==> src/rtl/spq_pkg.sv <==
// ----------------------------------------------------------------------------
// spq_pkg
// Shared types and constants of the sorted priority queue.
// ----------------------------------------------------------------------------
package spq_pkg;

    localparam int ID_W      = 16;
    localparam int PRIO_W    = 4;
    localparam int STATUS_W  = 2;
    localparam int CAP_W     = 5;
    localparam int APB_DW    = 32;
    localparam int APB_AW    = 3;

    localparam logic [PRIO_W-1:0] PRIO_MIN  = 4'd1;
    localparam logic [PRIO_W-1:0] PRIO_MAX  = 4'd10;
    localparam logic [CAP_W-1:0]  CAP_RESET = 5'd16;

    // register index taken from paddr[2]
    localparam logic REG_CAPACITY = 1'b0;

    localparam logic ACT_ADMIT  = 1'b0;
    localparam logic ACT_REMOVE = 1'b1;

    typedef enum logic [STATUS_W-1:0] {
        ST_INSERTED  = 2'd0,
        ST_OVERFLOW  = 2'd1,
        ST_REMOVED   = 2'd2,
        ST_UNDERFLOW = 2'd3
    } t_status;

    typedef struct packed {
        logic [PRIO_W-1:0] prio;
        logic [ID_W-1:0]   id;
    } t_entry;

    typedef enum logic [2:0] {
        S_IDLE  = 3'd0,
        S_SHIFT = 3'd1,
        S_PLACE = 3'd2,
        S_READ  = 3'd3,
        S_DONE  = 3'd4
    } t_state;

endpackage

==> src/rtl/spq_if.sv <==
// ----------------------------------------------------------------------------
// spq_if
// Valid/ready channels of the sorted priority queue: request and result.
// ----------------------------------------------------------------------------
interface spq_req_if;
    logic        valid;
    logic        ready;
    logic        action;
    logic [15:0] item_id;
    logic [3:0]  item_priority;

    modport source (output valid, action, item_id, item_priority, input ready);
    modport sink   (input valid, action, item_id, item_priority, output ready);
endinterface

interface spq_rsp_if;
    logic        valid;
    logic        ready;
    logic [1:0]  status;
    logic [15:0] out_id;
    logic [3:0]  out_priority;

    modport source (output valid, status, out_id, out_priority, input ready);
    modport sink   (input valid, status, out_id, out_priority, output ready);
endinterface

==> src/rtl/spq_cfg.sv <==
// ----------------------------------------------------------------------------
// spq_cfg
// APB register block holding the capacity register.
// ----------------------------------------------------------------------------
module spq_cfg
    import spq_pkg::*;
(
    input  logic              i_clk,
    input  logic              i_rst_n,
    input  logic              psel,
    input  logic              penable,
    input  logic              pwrite,
    input  logic [APB_AW-1:0] paddr,
    input  logic [APB_DW-1:0] pwdata,
    output logic [APB_DW-1:0] prdata,
    output logic              pready,
    output logic [CAP_W-1:0]  o_capacity
);

    logic [CAP_W-1:0] r_capacity;
    logic             reg_hit;

    assign reg_hit = (paddr[APB_AW-1] == REG_CAPACITY);

    always_ff @(posedge i_clk) begin
        if (!i_rst_n) begin
            r_capacity <= CAP_RESET;
        end else if (psel && penable && pwrite && reg_hit) begin
            r_capacity <= pwdata[CAP_W-1:0];
        end
    end

    assign prdata     = reg_hit ? {{(APB_DW-CAP_W){1'b0}}, r_capacity} : '0;
    assign pready     = 1'b1;
    assign o_capacity = r_capacity;

endmodule

==> src/rtl/spq_store.sv <==
// ----------------------------------------------------------------------------
// spq_store
// Entry store: one write port, one read port, registered read data.
// ----------------------------------------------------------------------------
module spq_store
    import spq_pkg::*;
#(
    parameter int DEPTH = 16
) (
    input  logic                     i_clk,
    input  logic                     i_we,
    input  logic [$clog2(DEPTH)-1:0] i_waddr,
    input  t_entry                   i_wdata,
    input  logic                     i_re,
    input  logic [$clog2(DEPTH)-1:0] i_raddr,
    output t_entry                   o_rdata
);

    t_entry r_mem [DEPTH];
    t_entry r_rdata;

    always_ff @(posedge i_clk) begin
        if (i_we) begin
            r_mem[i_waddr] <= i_wdata;
        end
        if (i_re) begin
            r_rdata <= r_mem[i_raddr];
        end
    end

    assign o_rdata = r_rdata;

endmodule

==> src/rtl/spq_ctrl.sv <==
// ----------------------------------------------------------------------------
// spq_ctrl
// Sequencer: insertion from the rear, removal at the head, result register.
// ----------------------------------------------------------------------------
module spq_ctrl
    import spq_pkg::*;
#(
    parameter int DEPTH = 16
) (
    input  logic                     i_clk,
    input  logic                     i_rst_n,
    input  logic [CAP_W-1:0]         i_capacity,
    spq_req_if.sink                  i_req,
    spq_rsp_if.source                o_rsp,
    output logic                     o_we,
    output logic [$clog2(DEPTH)-1:0] o_waddr,
    output t_entry                   o_wdata,
    output logic                     o_re,
    output logic [$clog2(DEPTH)-1:0] o_raddr,
    input  t_entry                   i_rdata
);

    localparam int IW = $clog2(DEPTH);
    localparam int CW = $clog2(DEPTH + 1);
    localparam int EW = (CW > CAP_W) ? CW : CAP_W;
    localparam logic [IW:0]   DEPTH_W = (IW+1)'(DEPTH);
    localparam logic [EW-1:0] DEPTH_E = EW'(DEPTH);

    function automatic logic [IW-1:0] slot_at(input logic [IW-1:0] head,
                                              input logic [CW-1:0] off);
        logic [IW:0] sum;
        sum = {1'b0, head} + (IW+1)'(off);
        if (sum >= DEPTH_W) begin
            sum = sum - DEPTH_W;
        end
        return sum[IW-1:0];
    endfunction

    t_state              r_state, n_state;
    logic [IW-1:0]       r_head, n_head;
    logic [CW-1:0]       r_count, n_count;
    logic [CW-1:0]       r_k, n_k;
    t_entry              r_new, n_new;
    t_status             r_res_status, n_res_status;
    logic [ID_W-1:0]     r_res_id, n_res_id;
    logic [PRIO_W-1:0]   r_res_prio, n_res_prio;
    logic                r_out_valid, n_out_valid;
    t_status             r_out_status, n_out_status;
    logic [ID_W-1:0]     r_out_id, n_out_id;
    logic [PRIO_W-1:0]   r_out_prio, n_out_prio;

    logic [EW-1:0]       cap_e;
    logic [EW-1:0]       eff_cap;
    logic                full;
    logic [PRIO_W-1:0]   prio_in;
    t_entry              entry_in;
    logic [CW-1:0]       wr_off;
    logic [CW-1:0]       rd_off;
    logic                load_out;

    // clamp capacity to 1..DEPTH
    always_comb begin
        cap_e = EW'(i_capacity);
        if (cap_e == '0) begin
            eff_cap = EW'(1);
        end else if (cap_e > DEPTH_E) begin
            eff_cap = DEPTH_E;
        end else begin
            eff_cap = cap_e;
        end
    end

    assign full = (EW'(r_count) >= eff_cap);

    // clamp priority to 1..10
    always_comb begin
        if (i_req.item_priority < PRIO_MIN) begin
            prio_in = PRIO_MIN;
        end else if (i_req.item_priority > PRIO_MAX) begin
            prio_in = PRIO_MAX;
        end else begin
            prio_in = i_req.item_priority;
        end
    end

    assign entry_in.prio = prio_in;
    assign entry_in.id   = i_req.item_id;
    assign load_out      = !r_out_valid || o_rsp.ready;

    always_comb begin
        n_state      = r_state;
        n_head       = r_head;
        n_count      = r_count;
        n_k          = r_k;
        n_new        = r_new;
        n_res_status = r_res_status;
        n_res_id     = r_res_id;
        n_res_prio   = r_res_prio;
        n_out_valid  = r_out_valid;
        n_out_status = r_out_status;
        n_out_id     = r_out_id;
        n_out_prio   = r_out_prio;
        o_we         = 1'b0;
        o_wdata      = r_new;
        o_re         = 1'b0;
        wr_off       = r_k;
        rd_off       = r_k - CW'(2);
        i_req.ready  = 1'b0;

        if (r_out_valid && o_rsp.ready) begin
            n_out_valid = 1'b0;
        end

        case (r_state)
            S_IDLE: begin
                // refuse requests while reset is held
                i_req.ready = i_rst_n;
                if (i_req.valid && i_rst_n) begin
                    n_res_id   = '0;
                    n_res_prio = '0;
                    n_state    = S_DONE;
                    if (i_req.action == ACT_ADMIT) begin
                        if (full) begin
                            n_res_status = ST_OVERFLOW;
                        end else if (r_count == '0) begin
                            o_we         = 1'b1;
                            wr_off       = '0;
                            o_wdata      = entry_in;
                            n_count      = r_count + CW'(1);
                            n_res_status = ST_INSERTED;
                        end else begin
                            n_new   = entry_in;
                            o_re    = 1'b1;
                            rd_off  = r_count - CW'(1);
                            n_k     = r_count;
                            n_state = S_SHIFT;
                        end
                    end else begin
                        if (r_count == '0) begin
                            n_res_status = ST_UNDERFLOW;
                        end else begin
                            o_re    = 1'b1;
                            rd_off  = '0;
                            n_state = S_READ;
                        end
                    end
                end
            end
            S_SHIFT: begin
                o_we   = 1'b1;
                wr_off = r_k;
                if (i_rdata.prio > r_new.prio) begin
                    // move the worse entry one place back
                    o_wdata = i_rdata;
                    n_k     = r_k - CW'(1);
                    if (r_k == CW'(1)) begin
                        n_state = S_PLACE;
                    end else begin
                        o_re   = 1'b1;
                        rd_off = r_k - CW'(2);
                    end
                end else begin
                    o_wdata      = r_new;
                    n_count      = r_count + CW'(1);
                    n_res_status = ST_INSERTED;
                    n_state      = S_DONE;
                end
            end
            S_PLACE: begin
                o_we         = 1'b1;
                wr_off       = r_k;
                o_wdata      = r_new;
                n_count      = r_count + CW'(1);
                n_res_status = ST_INSERTED;
                n_state      = S_DONE;
            end
            S_READ: begin
                n_res_status = ST_REMOVED;
                n_res_id     = i_rdata.id;
                n_res_prio   = i_rdata.prio;
                n_head       = slot_at(r_head, CW'(1));
                n_count      = r_count - CW'(1);
                n_state      = S_DONE;
            end
            S_DONE: begin
                if (load_out) begin
                    n_out_valid  = 1'b1;
                    n_out_status = r_res_status;
                    n_out_id     = r_res_id;
                    n_out_prio   = r_res_prio;
                    n_state      = S_IDLE;
                end
            end
            default: begin
                n_state = S_IDLE;
            end
        endcase
    end

    assign o_waddr = slot_at(r_head, wr_off);
    assign o_raddr = slot_at(r_head, rd_off);

    always_ff @(posedge i_clk) begin
        if (!i_rst_n) begin
            r_state     <= S_IDLE;
            r_head      <= '0;
            r_count     <= '0;
            r_out_valid <= 1'b0;
        end else begin
            r_state     <= n_state;
            r_head      <= n_head;
            r_count     <= n_count;
            r_out_valid <= n_out_valid;
        end
    end

    always_ff @(posedge i_clk) begin
        r_k          <= n_k;
        r_new        <= n_new;
        r_res_status <= n_res_status;
        r_res_id     <= n_res_id;
        r_res_prio   <= n_res_prio;
        r_out_status <= n_out_status;
        r_out_id     <= n_out_id;
        r_out_prio   <= n_out_prio;
    end

    assign o_rsp.valid        = r_out_valid;
    assign o_rsp.status       = r_out_status;
    assign o_rsp.out_id       = r_out_id;
    assign o_rsp.out_priority = r_out_prio;

endmodule

==> src/rtl/sorted_priority_queue.sv <==
// Sequence: the result register loads from S_DONE once the previous result has been taken;
//   refusals and an admit into an empty queue go straight to S_DONE, a removal passes
//   through S_READ, and any other admit walks the store from the rear in S_SHIFT (then S_PLACE
//   if the new entry reaches the front). One request at a time: another is taken only in S_IDLE.
// Reset: synchronous, active low; empties the queue, head to slot 0, capacity to 16.
//   The store is not cleared; only slots holding live entries are ever read.
// ----------------------------------------------------------------------------
// sorted_priority_queue
// Bounded priority queue kept in priority order in a circular entry store.
// ----------------------------------------------------------------------------
module sorted_priority_queue
    import spq_pkg::*;
#(
    parameter int DEPTH = 16
) (
    input  logic              i_clk,
    input  logic              i_rst_n,
    spq_req_if.sink           i_req,
    spq_rsp_if.source         o_rsp,
    input  logic              psel,
    input  logic              penable,
    input  logic              pwrite,
    input  logic [APB_AW-1:0] paddr,
    input  logic [APB_DW-1:0] pwdata,
    output logic [APB_DW-1:0] prdata,
    output logic              pready
);

    localparam int IW = $clog2(DEPTH);

    // capacity as written; clamped to 1..DEPTH inside the sequencer
    logic [CAP_W-1:0] capacity;

    // store ports
    logic          mem_we;
    logic [IW-1:0] mem_waddr;
    t_entry        mem_wdata;
    logic          mem_re;
    logic [IW-1:0] mem_raddr;
    t_entry        mem_rdata;

    // Register block: a write lands on the access phase; pready stays high.
    spq_cfg u_cfg (
        .i_clk      (i_clk),
        .i_rst_n    (i_rst_n),
        .psel       (psel),
        .penable    (penable),
        .pwrite     (pwrite),
        .paddr      (paddr),
        .pwdata     (pwdata),
        .prdata     (prdata),
        .pready     (pready),
        .o_capacity (capacity)
    );

    // Sequencer: take one request at a time, walk the store from the rear on
    // an admit, read the head on a removal, then hand the result to the
    // output register. The output register lets the walk finish while the
    // previous result still waits downstream.
    spq_ctrl #(
        .DEPTH (DEPTH)
    ) u_ctrl (
        .i_clk      (i_clk),
        .i_rst_n    (i_rst_n),
        .i_capacity (capacity),
        .i_req      (i_req),
        .o_rsp      (o_rsp),
        .o_we       (mem_we),
        .o_waddr    (mem_waddr),
        .o_wdata    (mem_wdata),
        .o_re       (mem_re),
        .o_raddr    (mem_raddr),
        .i_rdata    (mem_rdata)
    );

    // Entry store: identifier and priority side by side in one word.
    spq_store #(
        .DEPTH (DEPTH)
    ) u_store (
        .i_clk   (i_clk),
        .i_we    (mem_we),
        .i_waddr (mem_waddr),
        .i_wdata (mem_wdata),
        .i_re    (mem_re),
        .i_raddr (mem_raddr),
        .o_rdata (mem_rdata)
    );

endmodule

==> src/flat_wrapper.sv <==
// flat-port wrapper written by rule: the top's interface ports become plain ports
module sorted_priority_queue_flat import spq_pkg::*;
#(
    parameter int DEPTH = 16
)
  (i_clk, i_rst_n, psel, penable, pwrite, paddr, pwdata, prdata, pready, i_req_valid, i_req_action, i_req_item_id, i_req_item_priority, i_req_ready, o_rsp_valid, o_rsp_status, o_rsp_out_id, o_rsp_out_priority, o_rsp_ready);
  spq_req_if i_req_i ();
  spq_rsp_if o_rsp_i ();
  input  logic i_clk;
  input  logic i_rst_n;
  input  logic psel;
  input  logic penable;
  input  logic pwrite;
  input  logic [APB_AW-1:0] paddr;
  input  logic [APB_DW-1:0] pwdata;
  output logic [APB_DW-1:0] prdata;
  output logic pready;
  input wire logic [$bits(i_req_i.valid)-1:0] i_req_valid;
  input wire logic [$bits(i_req_i.action)-1:0] i_req_action;
  input wire logic [$bits(i_req_i.item_id)-1:0] i_req_item_id;
  input wire logic [$bits(i_req_i.item_priority)-1:0] i_req_item_priority;
  output wire logic [$bits(i_req_i.ready)-1:0] i_req_ready;
  output wire logic [$bits(o_rsp_i.valid)-1:0] o_rsp_valid;
  output wire logic [$bits(o_rsp_i.status)-1:0] o_rsp_status;
  output wire logic [$bits(o_rsp_i.out_id)-1:0] o_rsp_out_id;
  output wire logic [$bits(o_rsp_i.out_priority)-1:0] o_rsp_out_priority;
  input wire logic [$bits(o_rsp_i.ready)-1:0] o_rsp_ready;
  assign i_req_i.valid = i_req_valid;
  assign i_req_i.action = i_req_action;
  assign i_req_i.item_id = i_req_item_id;
  assign i_req_i.item_priority = i_req_item_priority;
  assign i_req_ready = i_req_i.ready;
  assign o_rsp_valid = o_rsp_i.valid;
  assign o_rsp_status = o_rsp_i.status;
  assign o_rsp_out_id = o_rsp_i.out_id;
  assign o_rsp_out_priority = o_rsp_i.out_priority;
  assign o_rsp_i.ready = o_rsp_ready;
  sorted_priority_queue #(.DEPTH(DEPTH)) u_core (.i_clk(i_clk), .i_rst_n(i_rst_n), .i_req(i_req_i), .o_rsp(o_rsp_i), .psel(psel), .penable(penable), .pwrite(pwrite), .paddr(paddr), .pwdata(pwdata), .prdata(prdata), .pready(pready));
endmodule
==> config.mk <==
export PLATFORM = sky130hd
export DESIGN_NAME = sorted_priority_queue_flat
export DESIGN_NICKNAME = d
export VERILOG_FILES = /design/src/rtl/spq_pkg.sv /design/src/rtl/spq_if.sv /design/src/rtl/spq_cfg.sv /design/src/rtl/spq_store.sv /design/src/rtl/spq_ctrl.sv /design/src/rtl/sorted_priority_queue.sv /design/src/flat_wrapper.sv
export SDC_FILE = /design/constraint.sdc
export NUM_CORES = 1
export LEC_CHECK = 0
export ABC_AREA = 0
export BUFFER_PORTS_ARGS = -buffer_cell sky130_fd_sc_hd__buf_2
export CAP_MARGIN = 40
export CORE_AREA = 2 2 283 257
export CTS_CLUSTER_SIZE = 30
export DETAILED_ROUTE_END_ITERATION = 10
export DIE_AREA = 0 0 285 259
export HOLD_SLACK_MARGIN = 0.08
export MAX_ROUTING_LAYER = met4
export PLACE_DENSITY_LB_ADDON = 0.25
export SLEW_MARGIN = 20
export SYNTH_ARGS = -nofsm -noshare
export SYNTH_HDL_FRONTEND = slang
export SYNTH_SLANG_ARGS = --single-unit
==> constraint.sdc <==
create_clock -name i_clk -period 4.1 [get_ports i_clk]
set_input_delay 0.615 -clock i_clk [delete_from_list [all_inputs] [get_ports i_clk]]
set_output_delay 0.615 -clock i_clk [all_outputs]
set_load 0.02 [all_outputs]
==> results of run 1 <==
==> through the flow <==
stage | power (mW) | setup TNS [ps]
floorplan | 5.73 | -40520
global placement | 6.13 | -6100
detailed placement | 6.14 | -2550
CTS | 10.3 | 0
global route | 10.6 | -985
finish | 10.2 | 0
==> cell usage after synthesis (3+ instances only) <==
cell	n	area [sq um]
a2bb2oi_1	3	26.3
nand2_1	66	248
nor3_1	6	30.0
nor2b_1	9	56.3
a211oi_1	3	22.5
buf_2	8	40.0
inv_1	19	71.3
a21oi_1	15	75.1
edfxtp_1	409	12300
o21ai_0	7	35.0
ha_1	23	288
and2_1	21	131
dfxtp_1	18	360
mux2i_1	66	661
xor2_1	9	78.8
buf_4	28	210
clkbuf_1	29	109
nand3_1	12	60.1
a21o_1	3	22.5
buf_6	4	45.0
a22oi_1	19	143
nand2b_1	4	25.0
nor2_1	51	191
mux4_2	80	1800
xnor2_1	9	78.8
and3_1	3	18.8
nand4_1	4	25.0
==> power by group through the flow <==
stage	Clock, mW	Combinational (mW)	Sequential [mW]
after detailed placement	0	1.07	5.07
final	4.10	1.11	4.98
after global placement	0	1.06	5.07
after floorplan	0	0.646	5.08
after CTS	4.21	1.11	4.98
after global routing	4.37	1.21	4.99
==> worst max-delay path, delay by kind of cell (launching register included) <==
family / cells / cell delay, ps
flip-flops: 1 / 320
adder cells (fa/ha/maj): 2 / 1180
AND/OR/NAND/NOR: 5 / 540
AO/OA/AOI/OAI: 4 / 650
multiplexers: 3 / 660
buffers and inverters: 3 / 410
==> layout make-up <==
cell class	count	share of cell area
flip-flops and latches	427	0.585
inverters	19	0.00330
clock inverters	33	0.0116
repair buffers	171	0.0709
well taps	950	0.0550
clock buffers	55	0.0577
multi-input cells	476	0.217
==> final timing paths <==
| check | startpoint | endpoint | slack, ps | depth (start not counted) |
|---|---|---|---|---|
| min reg2reg | u_core.u_ctrl.r_res_id[8]$_SDFFCE_PN0P_ | u_core.u_ctrl.o_rsp.out_id[8]$_DFFE_PP_ | 420 | 0 |
| max reg2reg | u_core.u_cfg.o_capacity[1]$_SDFFE_PN0P_ | u_core.u_store.o_rdata[17]$_DFFE_PP_ | 80 | 17 |
| max | u_core.u_cfg.o_capacity[1]$_SDFFE_PN0P_ | u_core.u_store.o_rdata[17]$_DFFE_PP_ | 80 | 17 |
| min | i_req_item_id[5] | u_core.u_ctrl.r_new[5]$_DFFE_PP_ | 210 | 1 |
==> cell families after synthesis <==
| family | after synthesis |
|---|---|
| xor+xnor | 19 |
| compound gates | 68 |
| mux | 147 |
| other cells | 2 |
| buf+inv | 89 |
| flops | 427 |
| fa+ha+maj | 25 |
| simple gates | 189 |
==> metal layers <==
metal	vias up	GRT usage	part of all wire
met5	-	-	0
met4	0	0.0304	0.020
met3	68	0.0232	0.041
met2	198	0.183	0.46
met1	4675	0.159	0.47
li1	4096	-	-
==> sequential cells by signal, indices dropped and copies added, names as in the netlist <==
signal and cells:
u_core.u_ctrl.r_head 4, u_core.u_ctrl.r_count 5, u_core.u_ctrl.o_rsp.out_priority 4, u_core.u_ctrl.o_rsp.status 2, u_core.u_ctrl.r_res_status 2, u_core.u_ctrl.o_rsp.out_id 16, u_core.u_ctrl.o_rsp.valid 1, u_core.u_store.o_rdata 20
u_core.u_cfg.o_capacity 5, u_core.u_ctrl.r_state 3, u_core.u_ctrl.r_res_id 16, u_core.u_ctrl.r_new 20, u_core.u_ctrl.r_k 5, u_core.u_store.r_mem 320, u_core.u_ctrl.r_res_prio 4
==> repair_timing <==
| item | CTS | global route |
|---|---|---|
| setup endpoints to repair | 20 | 135 |
| cloned | 1 | 2 |
| pin swaps | 4 | 1 |
| buffers inserted | 7 | 0 |
| gates resized for setup | 13 | 19 |
==> flow_summary_export.csv, run 1 <==
group,metric,value,unit
status,outcome,"finished clean",
power,p_per_area,472,mW/mm^2
timing,setup_viol,0,
logic_synthesis,register_area_share_after_synthesis,0.722,
die,floorplan.initialDensity,0.247,
power,power.share.switching,0.239,
logic_synthesis,synth_compound_gate_area_share,0.0286,
grt,first_global_vias,9255,
cts,h-tree-depth,2,
setup_path,worstPathCellList,"nor3_2, nor2_1, nor2_1, ha_1, nand2b_4, a31oi_4, o21a_1, nand2_2, buf_6, a2bb2oi_2, o22a_1, fa_4, buf_6, buf_12, mux4_2, mux2i_2, mux2i_2",
logic_synthesis,synth_adder_area_share,0.0187,
logic_synthesis,synth.area.mux_share,0.141,
grt,gr-usage-all-layers,0.118,
detailed_routing,antenna_viol_nets_final,0,
detailed_routing,detail_route.iter0.violations,658,
cts,cts_tree,"done",
detailed_routing,route.detailed.drc,0,
die,floorplan.die_area,0.0738,sq mm
layout,antenna_cells,0,
grt,grt.overflow.total,0,
layout,final_cell_count_no_fill,2131,
setup_path,critPathArrivalTime,4340,ps
die,fp-row-count,93,
setup_path,timing.critical_path.to_type,"flop",
logic_synthesis,ffs_latches_synth,427,
setup_path,worst_path_max_delay_cell,"fa_4",
layout,area.sequential,0.0126,sq mm
die,horizontal_extent_of_the_die,285,um
cts,clock_sinks,427,
layout,nFillCells,6995,
cts,worstSkewPairLatency,600,ps
timing,layout_worst_path_cycle_share,0.982,
cts,clkTransAtPathRegs,60,ps
logic_synthesis,synthCells,966,
detailed_routing,routed_via_density,4.24,
timing,final.min_clock_period,4020,ps
layout,finalInstanceArea,0.0216,sq mm
logic_synthesis,library_cells_used_by_synthesis,59,
logic_synthesis,synth_edf_count,409,
timing,max_freq,0.248,GHz
place,io_buffer_count,62,
place,placed_cells,2035,
grt,grt_start_max_net_pins,30,
power,share_seq_of_total_power,0.488,
setup_path,slowest_delay,940,ps
grt,antenna_violations_before_repair,0,
setup_path,timing.critical_path.from_type,"flop",
grt,grt_first_pass_wirelength,62300,um
timing,setup_repair_after_global_routing_missed_its_margin,"true",
cts,clockRootBuffer,"clkbuf_16",
power,power.static_leakage,7.46,nW
cts,clock_path_buffers,3,
timing,worst_slack,75.7,ps
min_path,holdCritPathClass,"in2reg",
cts,ctsHoldBuffers,0,
place,finalWeightedCongestion,0.737,
setup_path,required_time_reported_for_the_critical_path_endpoint,4410,ps
timing,worst-slew-pin-transition,784,ps
job,timing.max_cap.violations,0,
detailed_routing,wirelength,42400,um
timing,timing.max_slew.rel_slack,0.470,
setup_path,worstSetupPathType,"reg2reg",
layout,flow.area_growth_from_synthesis,23.4,%
timing,hold_viol_final,0,
logic_synthesis,main_combinational_cell_family_by_area_after_synthesis,"multiplexers",
power,peak_ir_drop_on_the_vdd_network,0.291,mV
power,power.net_switching,2.44,mW
layout,multi_input_area,0.00469,sq mm
detailed_routing,routed_length_per_instance,19.9,um
setup_path,crit_fanout,6,
power,power.share.combinational,0.109,
logic_synthesis,area_share_of_and_or_nand_nor_cells_after_synthesis,0.0521,
timing,timing.hold.ws,213,ps
place,place_ws,-191,ps
place,hpwlAfterDp,26300,um
logic_synthesis,synthArstFlopShare,0,
power,intPower,7.76,mW
detailed_routing,vias,9037,
die,die-height,259,um
die,ioPinCount,120,
timing,final_max_tran_viols,0,
layout,finish.net_count,1231,
detailed_routing,dr.pass1.iters,5,
die,coreArea,0.0710,sq mm
logic_synthesis,mappedNetlistArea,0.0175,sq mm
cts,tritoncts.num_buffers,48,
layout,drive_gt1_frac,0.318,
logic_synthesis,syn_area_per_cell,18.1,sq um
logic_synthesis,fraction_of_synthesized_cell_area_in_xor_and_xnor_cells,0.00993,
layout,top_library_cells_by_usage_in_the_layout_fill_and_taps_aside,"409 x edfxtp_1, 80 x mux4_2, 71 x buf_4",
logic_synthesis,total_of_warnings_raised_by_yosys,0,
place,placed_area,0.0199,sq mm
power,power.clock.fraction,0.402,
layout,layout.cells.most_common,"edfxtp_1",
layout,utilization,0.305,
timing,worst_clock_skew,22.5,ps
logic_synthesis,postSynth.topFlopCell,"edfxtp_1",
Note: power is estimated with default switching activity, not from simulation.
==> run 2: changes to the inputs <==
--- a/config.mk
+++ b/config.mk
@@ -8,10 +8,10 @@
 export ABC_AREA = 0
 export BUFFER_PORTS_ARGS = -buffer_cell sky130_fd_sc_hd__buf_2
 export CAP_MARGIN = 40
-export CORE_AREA = 2 2 283 257
+export CORE_AREA = 2 2 268 270
 export CTS_CLUSTER_SIZE = 30
 export DETAILED_ROUTE_END_ITERATION = 10
-export DIE_AREA = 0 0 285 259
+export DIE_AREA = 0 0 270 272
 export HOLD_SLACK_MARGIN = 0.08
 export MAX_ROUTING_LAYER = met4
 export PLACE_DENSITY_LB_ADDON = 0.25
==> flow_summary_export.csv, run 2 (synthesized netlist as in run 1, its figures left out) <==
group,metric,value,unit
status,outcome,"finished clean",
layout,finish.net_count,1216,
die,floorplan.die_area,0.0734,sq mm
layout,layout.cells.most_common,"edfxtp_1",
timing,max_freq,0.249,GHz
timing,setup_repair_after_global_routing_missed_its_margin,"true",
cts,cts_tree,"done",
timing,final_max_tran_viols,0,
power,p_per_area,476,mW/mm^2
power,power.static_leakage,7.42,nW
grt,grt_start_max_net_pins,26,
setup_path,worstSetupPathType,"reg2reg",
detailed_routing,vias,8990,
layout,max_flop_register,"u_core.u_store.r_mem",
cts,clkTransAtPathRegs,60,ps
die,floorplan.initialDensity,0.248,
timing,worst_slack,77.9,ps
grt,grt.overflow.total,0,
die,die-height,272,um
detailed_routing,detail_route.iter0.violations,573,
job,timing.max_cap.violations,0,
layout,flow.area_growth_from_synthesis,23.6,%
detailed_routing,antenna_viol_nets_final,0,
die,horizontal_extent_of_the_die,270,um
timing,worst-slew-pin-transition,693,ps
cts,clock_sinks,427,
grt,gr-usage-all-layers,0.116,
power,peak_ir_drop_on_the_vdd_network,0.318,mV
grt,first_global_vias,9404,
place,hpwlAfterDp,24500,um
cts,clock_path_buffers,3,
setup_path,timing.critical_path.to_type,"flop",
die,fp-row-count,98,
cts,h-tree-depth,2,
layout,antenna_cells,0,
die,coreArea,0.0708,sq mm
detailed_routing,route.detailed.drc,0,
die,ioPinCount,120,
timing,hold_viol_final,0,
layout,drive_gt1_frac,0.309,
timing,timing.setup.tns,0,ps
cts,clockRootBuffer,"clkbuf_16",
layout,top_library_cells_by_usage_in_the_layout_fill_and_taps_aside,"409 x edfxtp_1, 80 x mux4_2, 65 x nand2_1",
timing,final.min_clock_period,4020,ps
timing,worst_clock_skew,24.1,ps
grt,grt_first_pass_wirelength,61500,um
timing,layout_worst_path_cycle_share,0.981,
detailed_routing,routed_via_density,4.25,
grt,antenna_violations_before_repair,1,
place,io_buffer_count,62,
cts,tritoncts.num_buffers,43,
timing,timing.hold.ws,230,ps
detailed_routing,dr.pass1.iters,4,
setup_path,timing.critical_path.from_type,"flop",
detailed_routing,wirelength,41700,um
min_path,holdCritPathClass,"in2reg",
place,place_ws,-240,ps
timing,timing.max_slew.rel_slack,0.537,
cts,worstSkewPairLatency,580,ps
detailed_routing,routed_length_per_instance,19.7,um
place,finalWeightedCongestion,0.736,
setup_path,crit_fanout,7,
layout,largest_reg_flops,320,
setup_path,required_time_reported_for_the_critical_path_endpoint,4420,ps
setup_path,critPathArrivalTime,4350,ps
timing,setup_viol,0,
==> run 2: changes by cell type in the layout (fill, tap and decap cells not counted), sizes merged <==
cell and delta:
clkinvlp +1, bufinv +7, clkinv -12, inv +1, clkbuf -5, buf -10
==> run 2: critical path, stage by stage, from the launching register on <==
cell,delay [ps]
dfxtp_1,350
buf_4,130
nand2_1,60
ha_1,310
a21o_1,190
a31oi_4,160
o21a_1,170
nand2_2,70
buf_6,120
a2bb2oi_2,130
o22a_1,210
fa_4,930
buf_12,170
buf_4,160
mux4_2,310
mux2i_2,170
mux2i_1,90
==> run 2: final timing paths <==
kind	start	end	slack, ps	depth (start not counted)
max	u_core.u_cfg.o_capacity[2]$_SDFFE_PN0P_	u_core.u_store.o_rdata[18]$_DFFE_PP_	80	16
min	i_req_item_id[4]	u_core.u_ctrl.r_new[4]$_DFFE_PP_	230	1
max reg2reg	u_core.u_cfg.o_capacity[2]$_SDFFE_PN0P_	u_core.u_store.o_rdata[18]$_DFFE_PP_	80	16
min reg2reg	u_core.u_ctrl.r_res_id[2]$_SDFFCE_PN0P_	u_core.u_ctrl.o_rsp.out_id[2]$_DFFE_PP_	420	0
==> run 2: metal layers <==
| layer | share of wire | up-vias | track usage | wire, um |
|---|---|---|---|---|
| li1 | - | 4067 | - | - |
| met1 | 0.44 | 4678 | 0.142 | 18200 |
| met2 | 0.51 | 188 | 0.201 | 21300 |
| met3 | 0.036 | 57 | 0.0174 | 1510 |
| met4 | 0.018 | 0 | 0.0273 | 762 |
| met5 | 0 | - | - | 0 |
==> run 2: area by class of cell <==
class	count	area [sq um]
clock buffer	50	1100
clock inverter	30	425
fill	6944	49100
inverter	19	71.3
multi-input combinational	476	4680
sequential	427	12600
tap	950	1190
timing repair buffer	161	1540
==> run 2: per-stage QoR <==
stage	total power, mW	area [sq um]	util	std cells
after global placement	6.10	19800	0.280	2021
after detailed placement	6.12	19800	0.280	2022
final	10.3	21700	0.306	2113
after CTS	10.4	21500	0.304	2107
after floorplan	5.73	17600	-	992
after global routing	10.7	21700	0.306	2113
==> run 2: report_power, final <==
| part | total [mW] | internal (mW) | switching (mW) | leakage (nW) |
|---|---|---|---|---|
| logic | 1.10 | 0.486 | 0.617 | 2.84 |
| registers | 4.98 | 4.94 | 0.0335 | 3.84 |
| clock network | 4.24 | 2.52 | 1.72 | 0.740 |
| total | 10.3 | 7.95 | 2.37 | 7.42 |
==> run 2: what timing repair did <==
item	4_1_cts	5_1_grt
setup endpoints to repair	20	185
hold buffers	0	0
pin swaps	5	1
gates cloned	2	2
gates resized for setup	7	17
setup buffers	3	4
